[config.mk]
export PLATFORM = sky130hd
export DESIGN_NAME = clip_rect_stack
export DESIGN_NICKNAME = d
export VERILOG_FILES = /design/src/hw/rtl/crs_pkg.sv /design/src/hw/rtl/crs_cell.sv /design/src/hw/rtl/crs_isect.sv /design/src/hw/rtl/clip_rect_stack.sv
export VERILOG_INCLUDE_DIRS = /design/src /design/src/hw/rtl
export SDC_FILE = /design/constraint.sdc
export NUM_CORES = 2
export LEC_CHECK = 0
export BUFFER_PORTS_ARGS = -buffer_cell sky130_fd_sc_hd__buf_2
export CAP_MARGIN = 10
export CORE_ASPECT_RATIO = 1.5
export CORE_MARGIN = 8
export CORE_UTILIZATION = 35
export DETAILED_ROUTE_END_ITERATION = 10
export GPL_TIMING_DRIVEN = 0
export PLACE_DENSITY = 0.53
export SLEW_MARGIN = 15
export SYNTH_ARGS = -nofsm -noshare
export SYNTH_HDL_FRONTEND = slang
export SYNTH_HIERARCHICAL = 1
export SYNTH_SLANG_ARGS = --single-unit
[constraint.sdc]
create_clock -name clock -period 18.9 [get_ports clock]
set_input_delay 0.945 -clock clock [delete_from_list [all_inputs] [get_ports clock]]
set_output_delay 0.945 -clock clock [all_outputs]
set_load 0.05 [all_outputs]
[src/hw/rtl/clip_rect_stack_macros.svh]
// Assertion macros shared by the clip rectangle stack.
`ifndef CLIP_RECT_STACK_MACROS_SVH
`define CLIP_RECT_STACK_MACROS_SVH

// The condition holds at every clock edge outside reset.
`define CRS_ASSERT_ALWAYS(lbl, clk, rst, cond, msg) \
   lbl: assert property (@(posedge clk) disable iff (rst) (cond)) \
      else $error(msg);

// When the antecedent holds, the consequent holds in the next cycle.
`define CRS_ASSERT_NEXT(lbl, clk, rst, ante, cons, msg) \
   lbl: assert property (@(posedge clk) disable iff (rst) (ante) |=> (cons)) \
      else $error(msg);

`endif

[src/hw/rtl/crs_pkg.sv]
package crs_pkg;

   localparam int COORD_BITS = 16;
   localparam int SIZE_BITS  = COORD_BITS - 1;

   localparam logic REQ_PUSH = 1'b0;
   localparam logic REQ_POP  = 1'b1;

   typedef enum logic [1:0] {
      STATUS_DONE      = 2'd0,
      STATUS_POP_EMPTY = 2'd1,
      STATUS_PUSH_FULL = 2'd2
   } status_type;

   typedef enum logic [1:0] {
      CELL_HOLD,
      CELL_PUSH,
      CELL_POP
   } cell_op_type;

   typedef struct packed {
      logic signed [COORD_BITS-1:0] x;
      logic signed [COORD_BITS-1:0] y;
      logic        [SIZE_BITS-1:0]  w;
      logic        [SIZE_BITS-1:0]  h;
   } clip_entry_type;

   typedef struct packed {
      logic                         req_type;
      logic signed [COORD_BITS-1:0] rect_x;
      logic signed [COORD_BITS-1:0] rect_y;
      logic        [SIZE_BITS-1:0]  rect_w;
      logic        [SIZE_BITS-1:0]  rect_h;
   } req_item_type;

   typedef struct packed {
      logic                         clip_active;
      logic signed [COORD_BITS-1:0] clip_x;
      logic signed [COORD_BITS-1:0] clip_y;
      logic        [SIZE_BITS-1:0]  clip_w;
      logic        [SIZE_BITS-1:0]  clip_h;
      status_type                   status;
   } rsp_item_type;

endpackage

[src/hw/rtl/crs_cell.sv]
module crs_cell
   import crs_pkg::*;
(
   input  logic           clock,
   input  cell_op_type    op,
   input  clip_entry_type above,
   input  clip_entry_type below,
   output clip_entry_type entry
);

   clip_entry_type entry_ff;
   clip_entry_type entry_in;

   always_comb begin
      unique case (op)
         CELL_PUSH: entry_in = above;
         CELL_POP:  entry_in = below;
         default:   entry_in = entry_ff;
      endcase
   end

   always_ff @(posedge clock) begin
      entry_ff <= entry_in;
   end

   assign entry = entry_ff;

endmodule

[src/hw/rtl/crs_isect.sv]
module crs_isect
   import crs_pkg::*;
(
   input  clip_entry_type rect,
   input  clip_entry_type top,
   input  logic           has_top,
   output clip_entry_type result
);

   localparam int WIDE = COORD_BITS + 2;

   logic signed [WIDE-1:0] rx, ry, rw, rh, tx, ty, tw, th;
   logic signed [WIDE-1:0] r_right, r_bottom, t_right, t_bottom;
   logic signed [WIDE-1:0] right, bottom, left_x, top_y, diff_w, diff_h;

   always_comb begin
      rx = WIDE'(rect.x);
      ry = WIDE'(rect.y);
      rw = WIDE'(rect.w);
      rh = WIDE'(rect.h);
      tx = WIDE'(top.x);
      ty = WIDE'(top.y);
      tw = WIDE'(top.w);
      th = WIDE'(top.h);
      r_right  = rx + rw;
      r_bottom = ry + rh;
      t_right  = tx + tw;
      t_bottom = ty + th;
      right  = (r_right < t_right) ? r_right : t_right;
      bottom = (r_bottom < t_bottom) ? r_bottom : t_bottom;
      left_x = (rx > tx) ? rx : tx;
      top_y  = (ry > ty) ? ry : ty;
      diff_w = right - left_x;
      diff_h = bottom - top_y;
      if (has_top) begin
         result.x = left_x[COORD_BITS-1:0];
         result.y = top_y[COORD_BITS-1:0];
         result.w = (diff_w < 0) ? '0 : diff_w[SIZE_BITS-1:0];
         result.h = (diff_h < 0) ? '0 : diff_h[SIZE_BITS-1:0];
      end else begin
         result = rect;
      end
   end

endmodule

[src/hw/rtl/clip_rect_stack.sv]
// Nested clip rectangle stack.
// The req channel carries one item per push or pop. A push intersects its
// rectangle with the current top entry, if any, and stores the result if
// the stack has room; a pop drops the top entry. Each item yields exactly
// one rsp item: the clip now in force, or no clip, with a status code.
// The stack is a row of cells, one entry each, with the top in the first
// cell; a push shifts every cell one place down and a pop one place up.
// The rsp item appears in the cycle after its req item is taken. One item is
// taken in every cycle while the rsp side does not stall, since only the
// top entry feeds the intersection logic.
// When rsp_stall holds a waiting item, req_stall is raised until the item
// is taken, so that no result is lost.
// Reset empties the stack and drops any waiting rsp item; no clearing pass
// is needed and an item may be sent in the first cycle after reset.
`include "clip_rect_stack_macros.svh"

module clip_rect_stack
   import crs_pkg::*;
#(
   parameter int STACK_DEPTH = 16
) (
   input  logic         clock,
   input  logic         reset,
   input  logic         req_valid,
   output logic         req_stall,
   input  req_item_type req_data,
   output logic         rsp_valid,
   input  logic         rsp_stall,
   output rsp_item_type rsp_data
);

   localparam int CNT_BITS = $clog2(STACK_DEPTH + 1);
   localparam logic [CNT_BITS-1:0] FULL_COUNT = CNT_BITS'(STACK_DEPTH);

   logic [CNT_BITS-1:0] count_ff, count_in;
   logic                rsp_valid_ff, rsp_valid_in;
   rsp_item_type        rsp_data_ff, rsp_data_in;

   logic           accept;
   cell_op_type    op;
   clip_entry_type rect, new_entry;
   clip_entry_type cell_q [STACK_DEPTH];

   assign accept    = req_valid && !req_stall;
   assign req_stall = rsp_valid_ff && rsp_stall;

   assign rect.x = req_data.rect_x;
   assign rect.y = req_data.rect_y;
   assign rect.w = req_data.rect_w;
   assign rect.h = req_data.rect_h;

   crs_isect u_isect (
      .rect    (rect),
      .top     (cell_q[0]),
      .has_top (count_ff != '0),
      .result  (new_entry)
   );

   for (genvar i = 0; i < STACK_DEPTH; i++) begin : g_cell
      clip_entry_type above, below;
      if (i == 0) begin : g_first
         assign above = new_entry;
      end else begin : g_rest
         assign above = cell_q[i-1];
      end
      if (i == STACK_DEPTH - 1) begin : g_last
         assign below = cell_q[i];
      end else begin : g_mid
         assign below = cell_q[i+1];
      end
      crs_cell u_cell (
         .clock (clock),
         .op    (op),
         .above (above),
         .below (below),
         .entry (cell_q[i])
      );
   end

   always_comb begin
      clip_entry_type shown;
      logic           active;
      status_type     status;
      op       = CELL_HOLD;
      count_in = count_ff;
      shown    = cell_q[0];
      active   = 1'b1;
      status   = STATUS_DONE;
      if (req_data.req_type == REQ_POP) begin
         if (count_ff == '0) begin
            active = 1'b0;
            status = STATUS_POP_EMPTY;
         end else begin
            op       = CELL_POP;
            count_in = count_ff - 1'b1;
            shown    = cell_q[1];
            active   = (count_ff != CNT_BITS'(1));
         end
      end else begin
         if (count_ff == FULL_COUNT) begin
            status = STATUS_PUSH_FULL;
         end else begin
            op       = CELL_PUSH;
            count_in = count_ff + 1'b1;
            shown    = new_entry;
         end
      end
      if (!accept) begin
         op       = CELL_HOLD;
         count_in = count_ff;
      end

      rsp_data_in.clip_active = active;
      rsp_data_in.clip_x      = active ? shown.x : '0;
      rsp_data_in.clip_y      = active ? shown.y : '0;
      rsp_data_in.clip_w      = active ? shown.w : '0;
      rsp_data_in.clip_h      = active ? shown.h : '0;
      rsp_data_in.status      = status;

      if (accept) begin
         rsp_valid_in = 1'b1;
      end else if (!rsp_stall) begin
         rsp_valid_in = 1'b0;
      end else begin
         rsp_valid_in = rsp_valid_ff;
      end
   end

   always_ff @(posedge clock) begin
      if (reset) begin
         count_ff     <= '0;
         rsp_valid_ff <= 1'b0;
      end else begin
         count_ff     <= count_in;
         rsp_valid_ff <= rsp_valid_in;
      end
   end

   always_ff @(posedge clock) begin
      if (accept) begin
         rsp_data_ff <= rsp_data_in;
      end
   end

   assign rsp_valid = rsp_valid_ff;
   assign rsp_data  = rsp_data_ff;

   `CRS_ASSERT_ALWAYS(a_count_bound, clock, reset, count_ff <= FULL_COUNT, "stack count beyond depth")
   `CRS_ASSERT_NEXT(a_push_grows, clock, reset, accept && req_data.req_type == REQ_PUSH && count_ff != FULL_COUNT, count_ff == $past(count_ff) + 1'b1 && rsp_data.clip_active, "push did not grow the stack")
   `CRS_ASSERT_NEXT(a_pop_shrinks, clock, reset, accept && req_data.req_type == REQ_POP && count_ff != '0, count_ff == $past(count_ff) - 1'b1 && rsp_data.status == STATUS_DONE, "pop did not shrink the stack")
   `CRS_ASSERT_ALWAYS(a_full_status, clock, reset, !(rsp_valid && rsp_data.status == STATUS_PUSH_FULL) || count_ff == FULL_COUNT, "full status with room on the stack")

endmodule

==> run summary <==
Crit path top cell by count: sky130_fd_sc_hd__ha_1
Most common cell in the netlist: sky130_fd_sc_hd__edfxtp_1
Residual overflow from global routing: 0
CTS tree: yes
Via count of the first global-routing pass: 30700
Syn Nets: 3643
Floorplan core area: 164000 sq um
Core utilization of the finished layout: 0.393
# nets final: 3886
Max-cap violations: 0
PD cells: 151 nW/um^2
Total clock sinks: 1063
Drt first-iter violations: 1609
Post-synthesis instance total: 3396
Layout Area Growth over Synthesis: 11.6%
Count of distinct cell types in the synthesized netlist: 81
Post-route clock period utilization: 0.507
Worst path arrival time: 9.96 ns
Post-route antenna net violation count: 0
Most used flip-flop cell after synthesis: sky130_fd_sc_hd__edfxtp_1
Number of cells after detailed placement: 5651
Power after layout: 9.73 mW
Type of element launching the critical path: flip-flop
Capture instance of the worst register-to-register path: rsp_data[28]
Routed WL per cell: 22.1 microns
DRC violations left: 0
Post-synth EDFFs: 1057
Routability cong.: 0.907
Path category of the worst min-delay check: in -> reg
Cell chosen for the clock root: sky130_fd_sc_hd__clkbuf_16
Hold-critical path endpoint: rsp_valid
Main area contributors after synthesis: sky130_fd_sc_hd__edfxtp_1 (55%), sky130_fd_sc_hd__mux2_4 (25%), sky130_fd_sc_hd__ha_1 (3.8%)
Drt total wl: 129 mm
Crit-path max cell delay: 1.05 ns
Site row count: 182
Seq cells post-synth: 1063
Number of buffers inserted by hold repair at cts: 0
Final setup viols: 0
Hold path startpoint: req_valid
Slew at the pin closest to its max-slew limit: 1.22 ns
Depth of the most critical reg-to-reg path: 29
Critical path class: reg -> reg
Detail-routed via count per cell: 4.90
List of most frequent post-synthesis cells: sky130_fd_sc_hd__edfxtp_1 (1057), sky130_fd_sc_hd__mux2_4 (960), sky130_fd_sc_hd__ha_1 (174), sky130_fd_sc_hd__inv_1 (148), sky130_fd_sc_hd__nor2_1 (144)
Outcome: finished clean
Critical path required time: 19.27 ns
Horizontal die dimension: 347 microns
Yosys warning count: 6
Max rail drop VDD: 0.000102 V
Timing-limited maximum frequency: 0.104 GHz
Register-to-Register Setup Slack: 9.32 ns
Register area share after synthesis: 0.553
Total negative slack for setup checks: 0 ns
Relative slew margins: 0.187
Total vias in the final route: 28600
Fraction of synthesized cell area taken by the top area cell type: 0.551
Router iterations before antenna repair: 7
Clock latency on the worst-skew pair: 0.70 ns
Maximum level of the CTS H-tree: 3
Max-slew violation total from the final report: 0
Mapped cell area: 57600 sq um
Global-route wire length before repair: 193 mm
Maximum number of pins on one net before global-route repair: 63
Leakage Power: 24.2 nW
Final HPWL DP: 103 mm
Global router's overall resource usage: 0.141
Chip height: 513 microns
Maximum fanout encountered on the critical timing path: 10
Initial antenna violation count: 2
Worst path slowest cell: sky130_fd_sc_hd__a222oi_1
Inserted Clock Buffers: 102
Kind of end point of the critical path: flip-flop
Post CTS Setup Buffer Count: 0
Final hold violation count: 0
CTS Buffer Depth: 3
Gates resized, CTS repair: 0
Fraction of layout instances using a drive strength above 1: 0.399
Library cell occupying the most area in the post-synthesis netlist: sky130_fd_sc_hd__edfxtp_1
Post-route insts no fill: 5843
Startpoint of the worst register-to-register path: g_cell[0].u_cell/entry[16]
Die area: 178000 sq um
Count of cells along the worst hold path: 3
RSZ-0062 raised after global routing: false
Starting density of the core: 0.352
Fin crit period: 9.58 ns
I/O pin count: 134
Mapped Avg Cell Area: 17.0 sq um
Fillers: 15000
Async set or reset register ratio after synthesis: 0
Layout Skew: 0.0276 ns
Port-buffer cells: 133
Clock transition at the registers of the reported paths: 0.07 ns
placed cells by master, fill, tap and decap left out, drive strengths merged, types with 27 or more instances in the layout:
| master | n |
|---|---|
| a21o | 27 |
| a21oi | 93 |
| a222oi | 62 |
| buf | 271 |
| clkbuf | 157 |
| clkinv | 46 |
| edfxtp | 1057 |
| ha | 174 |
| inv | 154 |
| mux2 | 1027 |
| mux2i | 36 |
| nand2 | 56 |
| nor2 | 144 |
| o21ai | 47 |
| o22ai | 28 |
| xnor2 | 38 |
| xor2 | 35 |
kinds of logic (layout without fill, tap and decap cells):
| group | count (synthesis) | count (layout) | share of synthesized area |
|---|---|---|---|
| buffers and inverters | 310 | 640 | 0.0504 |
| adders and majority gates | 181 | 181 | 0.0401 |
| xor gates and xnor gates | 73 | 73 | 0.0111 |
| AOI/OAI and AO/OA | 380 | 380 | 0.0484 |
| muxes | 1063 | 1063 | 0.270 |
| DFF | 1063 | 1063 | 0.553 |
| other | 0 | 1 | 0 |
| and+or+nand+nor | 326 | 326 | 0.0269 |
critical path: cells and delay by family (launching register included):
| family | cells | cell delay [ns] |
|---|---|---|
| xor gates and xnor gates | 1 | 0.16 |
| AOI/OAI and AO/OA | 13 | 4.70 |
| DFF | 1 | 0.62 |
| adders and majority gates | 3 | 0.92 |
| and+or+nand+nor | 9 | 2.00 |
| muxes | 1 | 0.26 |
| buffers and inverters | 2 | 0.60 |
flip-flops by register name, indices dropped and copies added (netlist names):
| signal | count |
|---|---|
| rsp_data | 65 |
| count_ff | 5 |
| rsp_valid | 1 |
| g_cell.u_cell/entry | 992 |
worst max-delay path by stage:
| stage | from | endpoint | slack (ns) | cells after the start |
|---|---|---|---|---|
| floorplan | req_data[0] | rsp_data[16] | 11.63 | 31 |
| finish | g_cell[0].u_cell/entry[16] | rsp_data[28] | 9.32 | 29 |
| detailed placement | req_data[46] | rsp_data[28] | 8.92 | 30 |
| CTS | g_cell[0].u_cell/entry[16] | rsp_data[28] | 9.37 | 29 |
| global route | g_cell[0].u_cell/entry[16] | rsp_data[28] | 9.06 | 29 |
| global placement | req_data[46] | rsp_data[28] | 8.87 | 30 |
power breakdown:
group,switching (mW),internal [mW],total (mW)
clock network,0.903,1.10,2.01
logic,2.13,1.89,4.02
registers,0.361,3.34,3.70
per-stage QoR:
step / instance area [sq um] / hold WS (ns) / setup WS (ns)
global route: 64300 / 0.459 / 9.06
finish: 64300 / 0.490 / 9.32
global placement: 60900 / 0.536 / 8.87
floorplan: 57600 / 0.508 / 11.63
CTS: 64300 / 0.411 / 9.37
detailed placement: 61100 / 0.551 / 8.92
final cells by class:
class                           instances  area (sq um)  area share
Antenna cell                            1          2.50   0.0000389
Buffer                                162          2340      0.0365
Clock buffer                          127          2670      0.0415
Clock inverter                         64           546     0.00849
Inverter                              148           598     0.00931
Multi-Input combinational cell       2023         22800       0.355
Sequential cell                      1063         31900       0.496
Tap cell                             2116          2650      0.0412
Timing Repair Buffer                  139           786      0.0122
layer usage:
metal,track usage,routed length (microns)
met1,0.162,52000
met2,0.259,66800
met3,0.0207,4210
met4,0.0652,6230
met5,0,13
(Power assumes the default switching activity.)
